$ cat src/odps_pkg.sv
package odps_pkg;

  localparam int LIST_DEPTH = 16;
  localparam int IDX_W      = (LIST_DEPTH > 1) ? $clog2(LIST_DEPTH) : 1;
  localparam int CNT_W      = $clog2(LIST_DEPTH + 1);
  localparam int SEL_W      = 5;
  localparam int CMP_W      = (CNT_W > SEL_W) ? CNT_W : SEL_W;

  localparam int PID_W   = 32;
  localparam int LSN_W   = 64;
  localparam int DIRTY_W = 20;
  localparam int REQ_W   = 2;

  localparam int IN_W     = 104;
  localparam int OUT_BITS = 1 + PID_W + LSN_W + LSN_W + DIRTY_W + SEL_W;
  localparam int OUT_W    = 192;
  localparam int OUT_PAD  = OUT_W - OUT_BITS;

  localparam int CFG_DW = 64;
  localparam int CFG_AW = 4;

  localparam logic [DIRTY_W-1:0] DIRTY_MAX   = '1;
  localparam logic [SEL_W-1:0]   MAX_SEL_RST = SEL_W'(16);

  localparam logic REG_OLD_LSN = 1'b0;
  localparam logic REG_MAX_SEL = 1'b1;

  typedef enum logic [REQ_W-1:0] {
    REQ_BEGIN  = 2'd0,
    REQ_PAGE   = 2'd1,
    REQ_FINISH = 2'd2
  } req_t;

  typedef struct packed {
    logic [PID_W-1:0] pid;
    logic [LSN_W-1:0] lsn;
  } entry_t;

  typedef struct packed {
    logic scan_begin;
    logic page_upd;
    logic emit_start;
    logic emit_load;
  } cmd_t;

  typedef struct packed {
    logic out_free;
    logic emit_last;
  } sts_t;

endpackage

$ cat src/odps_ctrl.sv
module odps_ctrl (
  input  logic                       clk,
  input  logic                       rst_n,
  input  logic                       in_tvalid,
  input  logic [odps_pkg::REQ_W-1:0] in_tuser,
  output logic                       in_tready,
  input  odps_pkg::sts_t             sts,
  output odps_pkg::cmd_t             cmd
);
  import odps_pkg::*;

  typedef enum logic [1:0] {
    ST_IDLE = 2'b01,
    ST_EMIT = 2'b10
  } state_t;

  state_t state_r, state_nxt;
  req_t   req;

  assign req = req_t'(in_tuser);

  always_comb begin
    state_nxt = state_r;
    cmd       = '0;
    in_tready = 1'b0;
    unique case (state_r)
      ST_IDLE: begin
        in_tready = 1'b1;
        if (in_tvalid) begin
          unique case (req)
            REQ_BEGIN:  cmd.scan_begin = 1'b1;
            REQ_PAGE:   cmd.page_upd   = 1'b1;
            REQ_FINISH: begin
              cmd.emit_start = 1'b1;
              state_nxt      = ST_EMIT;
            end
            default: ;
          endcase
        end
      end
      ST_EMIT: begin
        if (sts.out_free) begin
          cmd.emit_load = 1'b1;
          if (sts.emit_last) begin
            state_nxt = ST_IDLE;
          end
        end
      end
      default: state_nxt = ST_IDLE;
    endcase
  end

  always_ff @(posedge clk) begin
    if (!rst_n) begin
      state_r <= ST_IDLE;
    end else begin
      state_r <= state_nxt;
    end
  end

endmodule

$ cat config.mk
export PLATFORM = sky130hd
export DESIGN_NAME = odps_ctrl
export DESIGN_NICKNAME = d
export VERILOG_FILES = /design/src/odps_pkg.sv /design/src/odps_ctrl.sv
export SDC_FILE = /design/constraint.sdc
export NUM_CORES = 1
export LEC_CHECK = 0
export BUFFER_PORTS_ARGS = -buffer_cell sky130_fd_sc_hd__buf_2
export CAP_MARGIN = 0
export CORE_AREA = 2 2 39 41
export DETAILED_ROUTE_END_ITERATION = 12
export DIE_AREA = 0 0 41 43
export GPL_TIMING_DRIVEN = 0
export PLACE_DENSITY = 0.36
export SYNTH_ARGS = -nofsm -noshare
export SYNTH_HDL_FRONTEND = slang
export SYNTH_SLANG_ARGS = --single-unit
$ cat constraint.sdc
create_clock -name clk -period 1 [get_ports clk]
set_input_delay 0.05 -clock clk [delete_from_list [all_inputs] [get_ports clk]]
set_output_delay 0.05 -clock clk [all_outputs]
set_load 0.05 [all_outputs]
==> reports/metrics.yaml <==
place.gp.congestion: 0.620
antennaDiodeCount: 0
timing.final.max_slew_violations: 0
max_slew_margin_pct: 84.7
clockBufferDepth: 2
crit_end: "cmd[2]"
mostFrequentLayoutCell: "buf_2"
vdd_drop_max_mv: 0.478
cts_root_buf: "clkbuf_4"
regArea_um2: 42.5
dp_hpwl_um: 353
cts_tree: "yes"
grt_pass1_wl_um: 862
fin_ws_ns: -0.232
drt_iter0_drc: 2
overflow: 0
cts_max_level: 1
grt_pass1_vias: 205
num_vias: 173
clkSinkCount: 2
drc: 0
min_path_cells: 2
reg.largest.list: "state_r (2)"
crit_chain: "nand3b_1 -> nor3b_4 -> buf_6"
multi_input_area_um2: 123
fillers: 158
slowest_delay_ns: 0.31
rr_startpoint: "state_r[1]$_SDFFE_PN0P_"
skew_ns: 0.00465
regMostFlops: "state_r"
drive_gt1_share_pct: 86.2
pwr-share-comb_pct: 27.0
die_h_um: 43
cap_violations: 0
layout.nets: 38
initial_core_util_pct: 9.49
place_ws_ns: -0.0920
drt-total-wl_um: 494
run_status: "complete, but fails checks"
finalSetupViolCount: 5
syn_nets: 20
power_switching_uw: 106
clk_pin_slew_worst_paths_ns: 0.03
port_buffers: 11
netlist_top_cells_area: "dfxtp_1 30%, and3b_2 15%, and4bb_1 9.5%"
worstSetupEndpointType: "primary output"
p_per_area_mw_per_mm2: 1160
viasPerCell: 3.84
area_growth_syn_to_layout_pct: 141
synth.largest_area_cell: "dfxtp_1"
largest_reg_flops: 2
grt_util_all_layers_pct: 8.02
worst-setup-path-type: "reg -> out"
leakage_nw: 0.145
p_int_uw: 260
firstDrtPassIters: 2
antenna_found_initial: 0
cts_hold_buffers: 0
rsz0062_at_grt: "true"
r2r_slack_ns: -0.04
hold_viol_final: 0
coreArea_mm2: 0.00138
synth_cells: 13
worstPathRequired_ns: 0.95
fin_crit_sh_pct: 123
violations: "setup timing"
cp-start-kind: "flip-flop"
grt_max_degree: 6
row_count: 14
chipWidth_um: 41
sw_frac_of_total_pct: 29.0
synth.top_cell.area_share_pct: 30.5
clock_latency_ns: 0.23
syn_area_um2: 131
num_io_pins: 12
die_area_mm2: 0.00176
layout_common_cells: "6 x buf_2, 5 x buf_6, 3 x clkbuf_4"
cts_buffers: 3
max_freq_ghz: 0.812
startpoint: "state_r[1]$_SDFFE_PN0P_"
p_clk_share_pct: 49.7
power_frac_seq_pct: 23.3
synth-seq-cells: 2
yosys_warnings: 0
avgSynthCellArea_um2: 10.1
worst_slew_pin_slew_ns: 0.228
post-route-min-period_ns: 1.23
critPathArrivalTime_ns: 1.18
min_path_type: "in -> reg"
cp_max_fo: 4
synth.distinct_cells: 11
ant_nets: 0
reg2reg_depth: 3
critPathSlowestCell: "dfxtp_2"
final_util_pct: 22.9
reg2reg_to: "state_r[1]$_SDFFE_PN0P_"
synth.yosys.seq_area_share_pct: 30.5
avgRoutedWirePerCell_um: 11.0
[worst max-delay path, delay by kind of cell, from the launching register on]
family,cells,cell delay [ns]
and+or+nand+nor,2,0.47
DFF,1,0.31
buffers and inverters,1,0.18
[cells in the mapped netlist]
cell type / count
dfxtp_1: 2
nand3b_1: 1
and2_2: 1
and4bb_1: 1
and2b_2: 1
a32o_1: 1
nor3b_1: 1
and3b_2: 2
a32oi_1: 1
nor3_1: 1
nand2_1: 1
[stage by stage]
step / TNS [ns] / total power [mW] / cells / instance area, um^2 / hold slack, ns
global route: -1.05 / 0.402 / 45 / 317 / 0.0853
detailed placement: -0.212 / 0.163 / 40 / 230 / 0.294
CTS: -0.662 / 0.375 / 44 / 293 / 0.0387
floorplan: -0.155 / 0.134 / 13 / 155 / 0.163
finish: -0.733 / 0.366 / 45 / 317 / 0.0862
global placement: -0.145 / 0.161 / 40 / 230 / 0.288
[worst min-delay path by stage]
| stage | slack (ns) | startpoint | end |
|---|---|---|---|
| 2_1_floorplan | 0.16 | in_tuser[0] | cmd[3] |
| 3_3_place_gp | 0.29 | rst_n | state_r[0]$_SDFFE_PN1P_ |
| 3_5_place_dp | 0.29 | rst_n | state_r[0]$_SDFFE_PN1P_ |
| 4_1_cts | 0.04 | rst_n | state_r[0]$_SDFFE_PN1P_ |
| 5_1_grt | 0.09 | rst_n | state_r[0]$_SDFFE_PN1P_ |
| 6_report | 0.09 | rst_n | state_r[0]$_SDFFE_PN1P_ |
[power by group through the flow]
stage	clock, mW	combinational [mW]	sequential [mW]
global placement	0	0.0750	0.0860
global route	0.211	0.106	0.0854
CTS	0.199	0.0905	0.0854
detailed placement	0	0.0770	0.0862
finish	0.182	0.0990	0.0852
floorplan	0	0.0486	0.0854
[cell type report]
cell class | instances | share of cell area (%)
Multi-Input combinational cell | 11 | 38.7
Timing Repair Buffer | 13 | 34.4
Sequential cell | 2 | 13.4
Clock buffer | 3 | 7.11
Tap cell | 16 | 6.32
[timing repair]
item	in CTS	in global routing
endpoints found under the hold margin	0	0
pin swaps	2	4
resized for setup	11	4
buffers inserted	1	2
cloned	0	0
setup endpoints to repair	5	7
[kinds of logic (layout without fill, tap and decap cells)]
logic type / Yosys count / count (layout) / share of synthesized area, %
AND/OR/NAND/NOR: 9 / 9 / 55.2
AO/OA/AOI/OAI: 2 / 2 / 14.3
flip-flops: 2 / 2 / 30.5
buffers and inverters: 0 / 16 / 0
[layer usage]
metal	wire length, um	vias to the layer above	GRT usage (%)
met3	69	0	5.24
met5	0	-	0
li1	-	86	-
met4	0	0	8.00
met1	195	76	7.99
met2	230	11	10.3
Note: power is estimated with default switching activity, not from simulation.
