--- config.mk ---
export PLATFORM = sky130hd
export DESIGN_NAME = odps_regs
export DESIGN_NICKNAME = d
export VERILOG_FILES = /design/src/odps_pkg.sv /design/src/odps_regs.sv
export SDC_FILE = /design/constraint.sdc
export NUM_CORES = 1
export LEC_CHECK = 0
export BUFFER_PORTS_ARGS = -buffer_cell sky130_fd_sc_hd__buf_2
export CORE_MARGIN = 4
export CORE_UTILIZATION = 42
export DETAILED_ROUTE_END_ITERATION = 10
export PLACE_DENSITY_LB_ADDON = 0.08
export SYNTH_ARGS = -nofsm -noshare
export SYNTH_HDL_FRONTEND = slang
export SYNTH_SLANG_ARGS = --single-unit
--- constraint.sdc ---
create_clock -name clk -period 1.2 [get_ports clk]
set_clock_uncertainty 0.05 [all_clocks]
set_input_delay 0.24 -clock clk [delete_from_list [all_inputs] [get_ports clk]]
set_output_delay 0.24 -clock clk [all_outputs]
set_load 0.01 [all_outputs]
--- src/odps_pkg.sv ---
package odps_pkg;

  localparam int LIST_DEPTH = 16;
  localparam int IDX_W      = (LIST_DEPTH > 1) ? $clog2(LIST_DEPTH) : 1;
  localparam int CNT_W      = $clog2(LIST_DEPTH + 1);
  localparam int SEL_W      = 5;
  localparam int CMP_W      = (CNT_W > SEL_W) ? CNT_W : SEL_W;

  localparam int PID_W   = 32;
  localparam int LSN_W   = 64;
  localparam int DIRTY_W = 20;
  localparam int REQ_W   = 2;

  localparam int IN_W     = 104;
  localparam int OUT_BITS = 1 + PID_W + LSN_W + LSN_W + DIRTY_W + SEL_W;
  localparam int OUT_W    = 192;
  localparam int OUT_PAD  = OUT_W - OUT_BITS;

  localparam int CFG_DW = 64;
  localparam int CFG_AW = 4;

  localparam logic [DIRTY_W-1:0] DIRTY_MAX   = '1;
  localparam logic [SEL_W-1:0]   MAX_SEL_RST = SEL_W'(16);

  localparam logic REG_OLD_LSN = 1'b0;
  localparam logic REG_MAX_SEL = 1'b1;

  typedef enum logic [REQ_W-1:0] {
    REQ_BEGIN  = 2'd0,
    REQ_PAGE   = 2'd1,
    REQ_FINISH = 2'd2
  } req_t;

  typedef struct packed {
    logic [PID_W-1:0] pid;
    logic [LSN_W-1:0] lsn;
  } entry_t;

  typedef struct packed {
    logic scan_begin;
    logic page_upd;
    logic emit_start;
    logic emit_load;
  } cmd_t;

  typedef struct packed {
    logic out_free;
    logic emit_last;
  } sts_t;

endpackage

--- src/odps_regs.sv ---
module odps_regs (
  input  logic                         clk,
  input  logic                         rst_n,
  input  logic                         cfg_psel,
  input  logic                         cfg_penable,
  input  logic                         cfg_pwrite,
  input  logic [odps_pkg::CFG_AW-1:0]  cfg_paddr,
  input  logic [odps_pkg::CFG_DW-1:0]  cfg_pwdata,
  output logic [odps_pkg::CFG_DW-1:0]  cfg_prdata,
  output logic                         cfg_pready,
  output logic [odps_pkg::LSN_W-1:0]   old_lsn,
  output logic [odps_pkg::SEL_W-1:0]   max_sel
);
  import odps_pkg::*;

  logic [LSN_W-1:0] old_lsn_r, old_lsn_nxt;
  logic [SEL_W-1:0] max_sel_r, max_sel_nxt;
  logic             wr_en;
  logic             reg_sel;

  assign cfg_pready = 1'b1;
  assign wr_en      = cfg_psel & cfg_penable & cfg_pwrite & cfg_pready;
  assign reg_sel    = cfg_paddr[CFG_AW-1];

  always_comb begin
    old_lsn_nxt = old_lsn_r;
    max_sel_nxt = max_sel_r;
    if (wr_en) begin
      unique case (reg_sel)
        REG_OLD_LSN: old_lsn_nxt = cfg_pwdata[LSN_W-1:0];
        REG_MAX_SEL: max_sel_nxt = cfg_pwdata[SEL_W-1:0];
        default: ;
      endcase
    end
  end

  always_comb begin
    unique case (reg_sel)
      REG_OLD_LSN: cfg_prdata = CFG_DW'(old_lsn_r);
      REG_MAX_SEL: cfg_prdata = CFG_DW'(max_sel_r);
      default:     cfg_prdata = '0;
    endcase
  end

  always_ff @(posedge clk) begin
    if (!rst_n) begin
      old_lsn_r <= '0;
      max_sel_r <= MAX_SEL_RST;
    end else begin
      old_lsn_r <= old_lsn_nxt;
      max_sel_r <= max_sel_nxt;
    end
  end

  assign old_lsn = old_lsn_r;
  assign max_sel = max_sel_r;

endmodule

==> results of run 1 <==
cell families after synthesis:
family,Yosys count,synth area share (%)
buffers and inverters,30,5.61
DFF,69,43.0
muxes,74,23.3
other,1,0.117
and+or+nand+nor,195,28.0
registers in the layout, summed over array words and instances, names as in the netlist:
name	count
max_sel	5
old_lsn	64
metal layers:
metal,GRT usage (%),vias up,share of wire [%]
li1,-,1652,-
met1,21.5,1530,37
met2,35.8,122,55
met3,5.68,6,7.1
met4,5.69,0,0.82
met5,0,-,0
power breakdown:
group / total, mW / switching (mW) / leakage [nW] / internal [mW]
logic: 0.720 / 0.341 / 1.99 / 0.379
clock network: 1.56 / 0.809 / 0.0784 / 0.749
registers: 2.39 / 0.0376 / 0.591 / 2.35
cells in the final DEF, fill, tap and decap left out:
cell	count
and4b_4	1
buf_12	7
buf_2	160
buf_4	37
buf_6	57
bufbuf_16	1
clkbuf_1	5
clkbuf_8	9
clkinv_2	2
conb_1	1
dfxtp_1	1
dfxtp_2	68
mux2_2	1
mux2_4	4
mux2i_1	69
nand2_1	132
nand4_2	1
nor2b_1	42
nor2b_4	19
worst min-delay path: cells and delay by family:
family / cells / cell delay, ps
simple gates: 1 / 40
buf+inv: 1 / 90
mux: 1 / 50
what timing repair did:
item | 4_1_cts | 5_1_grt
setup endpoints to repair | 66 | 76
setup buffers | 18 | 25
gates resized for setup | 91 | 67
gates cloned | 1 | 0
Yosys cell counts, drive strengths merged:
cell / n / area share, %
nand4: 1 / 0.39
nand2: 132 / 15
mux2: 5 / 1.8
clkbuf: 13 / 1.5
buf: 17 / 4.1
nor2b: 61 / 12
dfxtp: 69 / 43
mux2i: 69 / 22
conb: 1 / 0.12
and4b: 1 / 0.31
final cells by class:
type | count | area [um^2]
Tap cell | 99 | 124
Clock buffer | 14 | 143
Fill cell | 562 | 1880
Timing Repair Buffer | 262 | 1890
Sequential cell | 69 | 1470
Clock inverter | 2 | 10.0
Multi-Input combinational cell | 270 | 1810
metrics by stage:
step / util, % / std cells / cell area [um^2]
3_3_place_gp: 59.9 / 657 / 4390
5_1_grt: 74.3 / 716 / 5450
3_5_place_dp: 59.9 / 657 / 4390
2_1_floorplan: - / 369 / 3210
4_1_cts: 67.0 / 692 / 4910
6_report: 74.3 / 716 / 5450
final timing paths:
path,cells after the start,endpoint,startpoint
setup / recovery,2,cfg_prdata[4],old_lsn[4]$_SDFFE_PN0P_
setup reg to reg,4,old_lsn[33]$_SDFFE_PN0P_,old_lsn[33]$_SDFFE_PN0P_
hold reg to reg,2,old_lsn[50]$_SDFFE_PN0P_,old_lsn[50]$_SDFFE_PN0P_
hold / removal,3,old_lsn[57]$_SDFFE_PN0P_,cfg_pwdata[57]
==> metrics, run 1 <==
worst setup margin -150 ps; Syn Inst Count approximately 370; DRC 0; syn avg cell area 8.70 um^2; Post-Synthesis Net Count around 440; Yosys cell types 12; DR vias/cell ~4.6; CP Cell Sequence mux2_4 -> buf_6; crit path DAT between 1000 and 1500 ps; Starting Density between 40% and 50%; final hold viol count 0; RSZ-0062 raised after global routing yes; Site Rows 31; fin. max-slew vios 0; Die Wd ~95 um; root buffer cell clkbuf_8; Worst setup SP type flip-flop; First DRT Iteration DRCs 69; Max IR drop VDD 564 uV; setup violators final 44; LEAKAGE approximately 2.7 nW; failing checks setup timing; power per cell area roughly 860 mW/mm^2; status finished with violations; IO buf count approximately 200; Crit. End Element primary output; htree depth 3; total grt overflow 0; Max Clk Rate 741 MHz; max incr delay on CP about 330 ps; Total GRT Usage roughly a fifth; crit-path max FO 2; final net count between 600 and 700; die height 95.5 um; drt pass-1 iters 4; Min-Delay Path Class input pin to flip-flop; clock buffer depth 2; synth warn 0; antenna cell count 0; Ports approximately 210; Synth Register Bits slightly below 70; Worst Path Buf+Inv 1; DR WL/cell 14.5 um; Mapped Area 0.00321 mm^2; Worst Setup Path Type flip-flop to primary output; r2r setup slk 350 ps; CTS sink cnt 69; gpl congestion approximately 0.74; area delta synth->final 69.6%; share of layout cells above drive strength 1 59.5%; Vias 3,310; Clock transition at path regs about 70 ps; post-DP HPWL roughly 6500 um; Tmin final 1350 ps; final setup TNS -1400 ps; Die ar. just over 0.009 mm^2; cts hold-fix bufs 0; worst-skew pair later-pin latency roughly 320 ps; CP max stage cell dfxtp_2; CTS tree done; DP Worst Slack -178 ps; vias in the first global route ~3,100; Tot Pwr 4.66 mW; Routed WL between 10,000 and 15,000 um; sequential area share after synthesis approximately 43%; CP required around 900 ps; number of routed nets with antenna violations 0; cell family with most CP delay flip-flops; core area 0.00733 mm^2; largest net degree at the start of global routing 46; first-pass GRT wire length between 10,000 and 15,000 um; final worst-path cycle share 112%; Inserted Clock Buffers 9; initial antenna violation count 0; maxcap violations 0; Hold Slack approximately 87 ps
Note: power is estimated with default switching activity, not from simulation.
==> run 2, diff against run 1 <==
==> constraint.sdc (replaced) <==
create_clock -name clk -period 1.4 [get_ports clk]
set_clock_uncertainty 0.05 [all_clocks]
set_input_delay 0.28 -clock clk [delete_from_list [all_inputs] [get_ports clk]]
set_output_delay 0.28 -clock clk [all_outputs]
set_load 0.01 [all_outputs]
==> run 2 against run 1 <==
Against the previous run:
- the run now ends clean
- sequential share of layout area is 2.9 points higher
- power is 11% lower
- setup slack better by 170 ps
- first-iteration DRC count is 7.2% lower
- wire length is 15% lower
- non-clock buffer count is 39 lower
- worst hold slack better by 50 ps
==> metrics, run 2 (synthesized netlist as in run 1, its figures left out) <==
Vias a little over 3,000; CTS sink cnt 69; CP max stage cell dfxtp_2; root buffer cell clkbuf_8; r2r setup slk approximately 590 ps; area delta synth->final 45.7%; share of layout cells above drive strength 1 44.0%; IO buf count around 200; LEAKAGE ~2.4 nW; clock buffer depth 2; metal2 WL approximately 4400 um; Fillers 668; DR WL/cell approximately 13 um; placed cell area 0.00439 mm^2; Tot Pwr between 4 and 5 mW; M1 WL between 3000 and 4000 um; drt pass-1 iters 4; die height roughly 95 um; Ports roughly 210; Site Rows 31; Clock transition at path regs 70 ps; end of the critical path cfg_prdata[3]; status finished clean; Tmin final roughly 1400 ps; Die Wd about 95 um; vias in the first global route about 2,800; FF-to-FF End max_sel[4]$_SDFFE_PN1P_; Crit. End Element primary output; final design area excluding fillers about 0.0047 mm^2; post-DP HPWL between 6000 and 7000 um; initial antenna violation count 0; Max IR drop VDD 576 uV; Crit. Startpoint max_sel[3]$_SDFFE_PN0P_; setup violators final 0; worst setup margin 15.7 ps; max incr delay on CP between 300 and 400 ps; Starting Density about 44%; worst-skew pair later-pin latency about 330 ps; Worst setup SP type flip-flop; htree depth 3; core area 0.00733 mm^2; DR vias/cell around 4.5; DRC 0; fin. max-slew vios 0; worst flop-to-flop path startpoint max_sel[4]$_SDFFE_PN1P_; Hold Slack between 100 and 150 ps; Inserted Clock Buffers 9; number of routed nets with antenna violations 0; CP Cell Sequence mux2_2 -> buf_6; largest net degree at the start of global routing 47; hold path depth 3; Max Clk Rate roughly 720 MHz; DP Worst Slack between 5 and 6 ps; Largest register FFs between 60 and 70; uppermost routed layer met4; Min-Delay Path Class input pin to flip-flop; CP required approximately 1100 ps; Die ar. between 0.009 and 0.01 mm^2; final hold viol count 0; Worst Setup Path Type flip-flop to primary output; Worst R2R Path Depth 3; Total GRT Usage approximately a fifth; final net count approximately 650; crit-path max FO 3; Final Core Density a little under two thirds; maxcap violations 0; total grt overflow 0; met3 WL between 700 and 800 um; final worst-path cycle share 98.9%; CTS tree done; antenna cell count 0; final cell count without fillers 676; crit path DAT 1050 ps; RSZ-0062 raised after global routing yes; first-pass GRT wire length between 10,000 and 15,000 um; most frequent cells in the layout 196 x buf_2, 132 x nand2_1, 69 x mux2i_1; most common cell after layout, fill and taps aside buf_2; First DRT Iteration DRCs between 60 and 70; placed insts around 660; final setup TNS 0 ps; gpl congestion 0.716; Routed WL between 8000 and 9000 um; power per cell area 884 mW/mm^2
-- run 2: changes by cell type in the layout (fill, tap and decap cells not counted), sizes merged --
cell,delta
buf,-38
bufbuf,-1
bufinv,+1
clkinv,-2
-- run 2: worst min-delay path by stage --
stage                                         from                        to
final                               cfg_pwdata[58]  old_lsn[58]$_SDFFE_PN0P_
after floorplan                     cfg_pwdata[10]  old_lsn[10]$_SDFFE_PN0P_
after global placement    old_lsn[43]$_SDFFE_PN0P_  old_lsn[43]$_SDFFE_PN0P_
after CTS                           cfg_pwdata[58]  old_lsn[58]$_SDFFE_PN0P_
after detailed placement  old_lsn[33]$_SDFFE_PN0P_  old_lsn[33]$_SDFFE_PN0P_
after global routing                cfg_pwdata[58]  old_lsn[58]$_SDFFE_PN0P_
-- run 2: final cells by class --
type	instances	area, um^2	share of cell area (%)
Tap cell	99	124	2.65
Clock buffer	14	163	3.48
Timing Repair Buffer	223	1300	27.8
Multi-Input combinational cell	270	1670	35.6
Sequential cell	69	1390	29.8
Clock inverter	1	30.0	0.642
-- run 2: repair_timing --
action	in CTS	in global routing
resized for setup	6	13
hold buffers	0	0
endpoints found under the hold margin	0	0
setup buffers	4	1
endpoints found under the setup margin	4	7
-- run 2: routing by layer --
metal | vias to the layer above | global-route usage, %
li1 | 1573 | -
met1 | 1366 | 21.2
met2 | 109 | 34.3
met3 | 8 | 5.60
met4 | 0 | 5.69
met5 | - | 0
-- run 2: critical path: cells and delay by family (launching register included) --
kind / cells / cell delay (ps)
DFF: 1 / 330
muxes: 1 / 270
buffers and inverters: 1 / 120
-- run 2: where the power goes --
part	switching, mW	internal [mW]
combinational	0.252	0.250
sequential	0.0297	2.01
clock	0.682	0.914
total	0.963	3.17
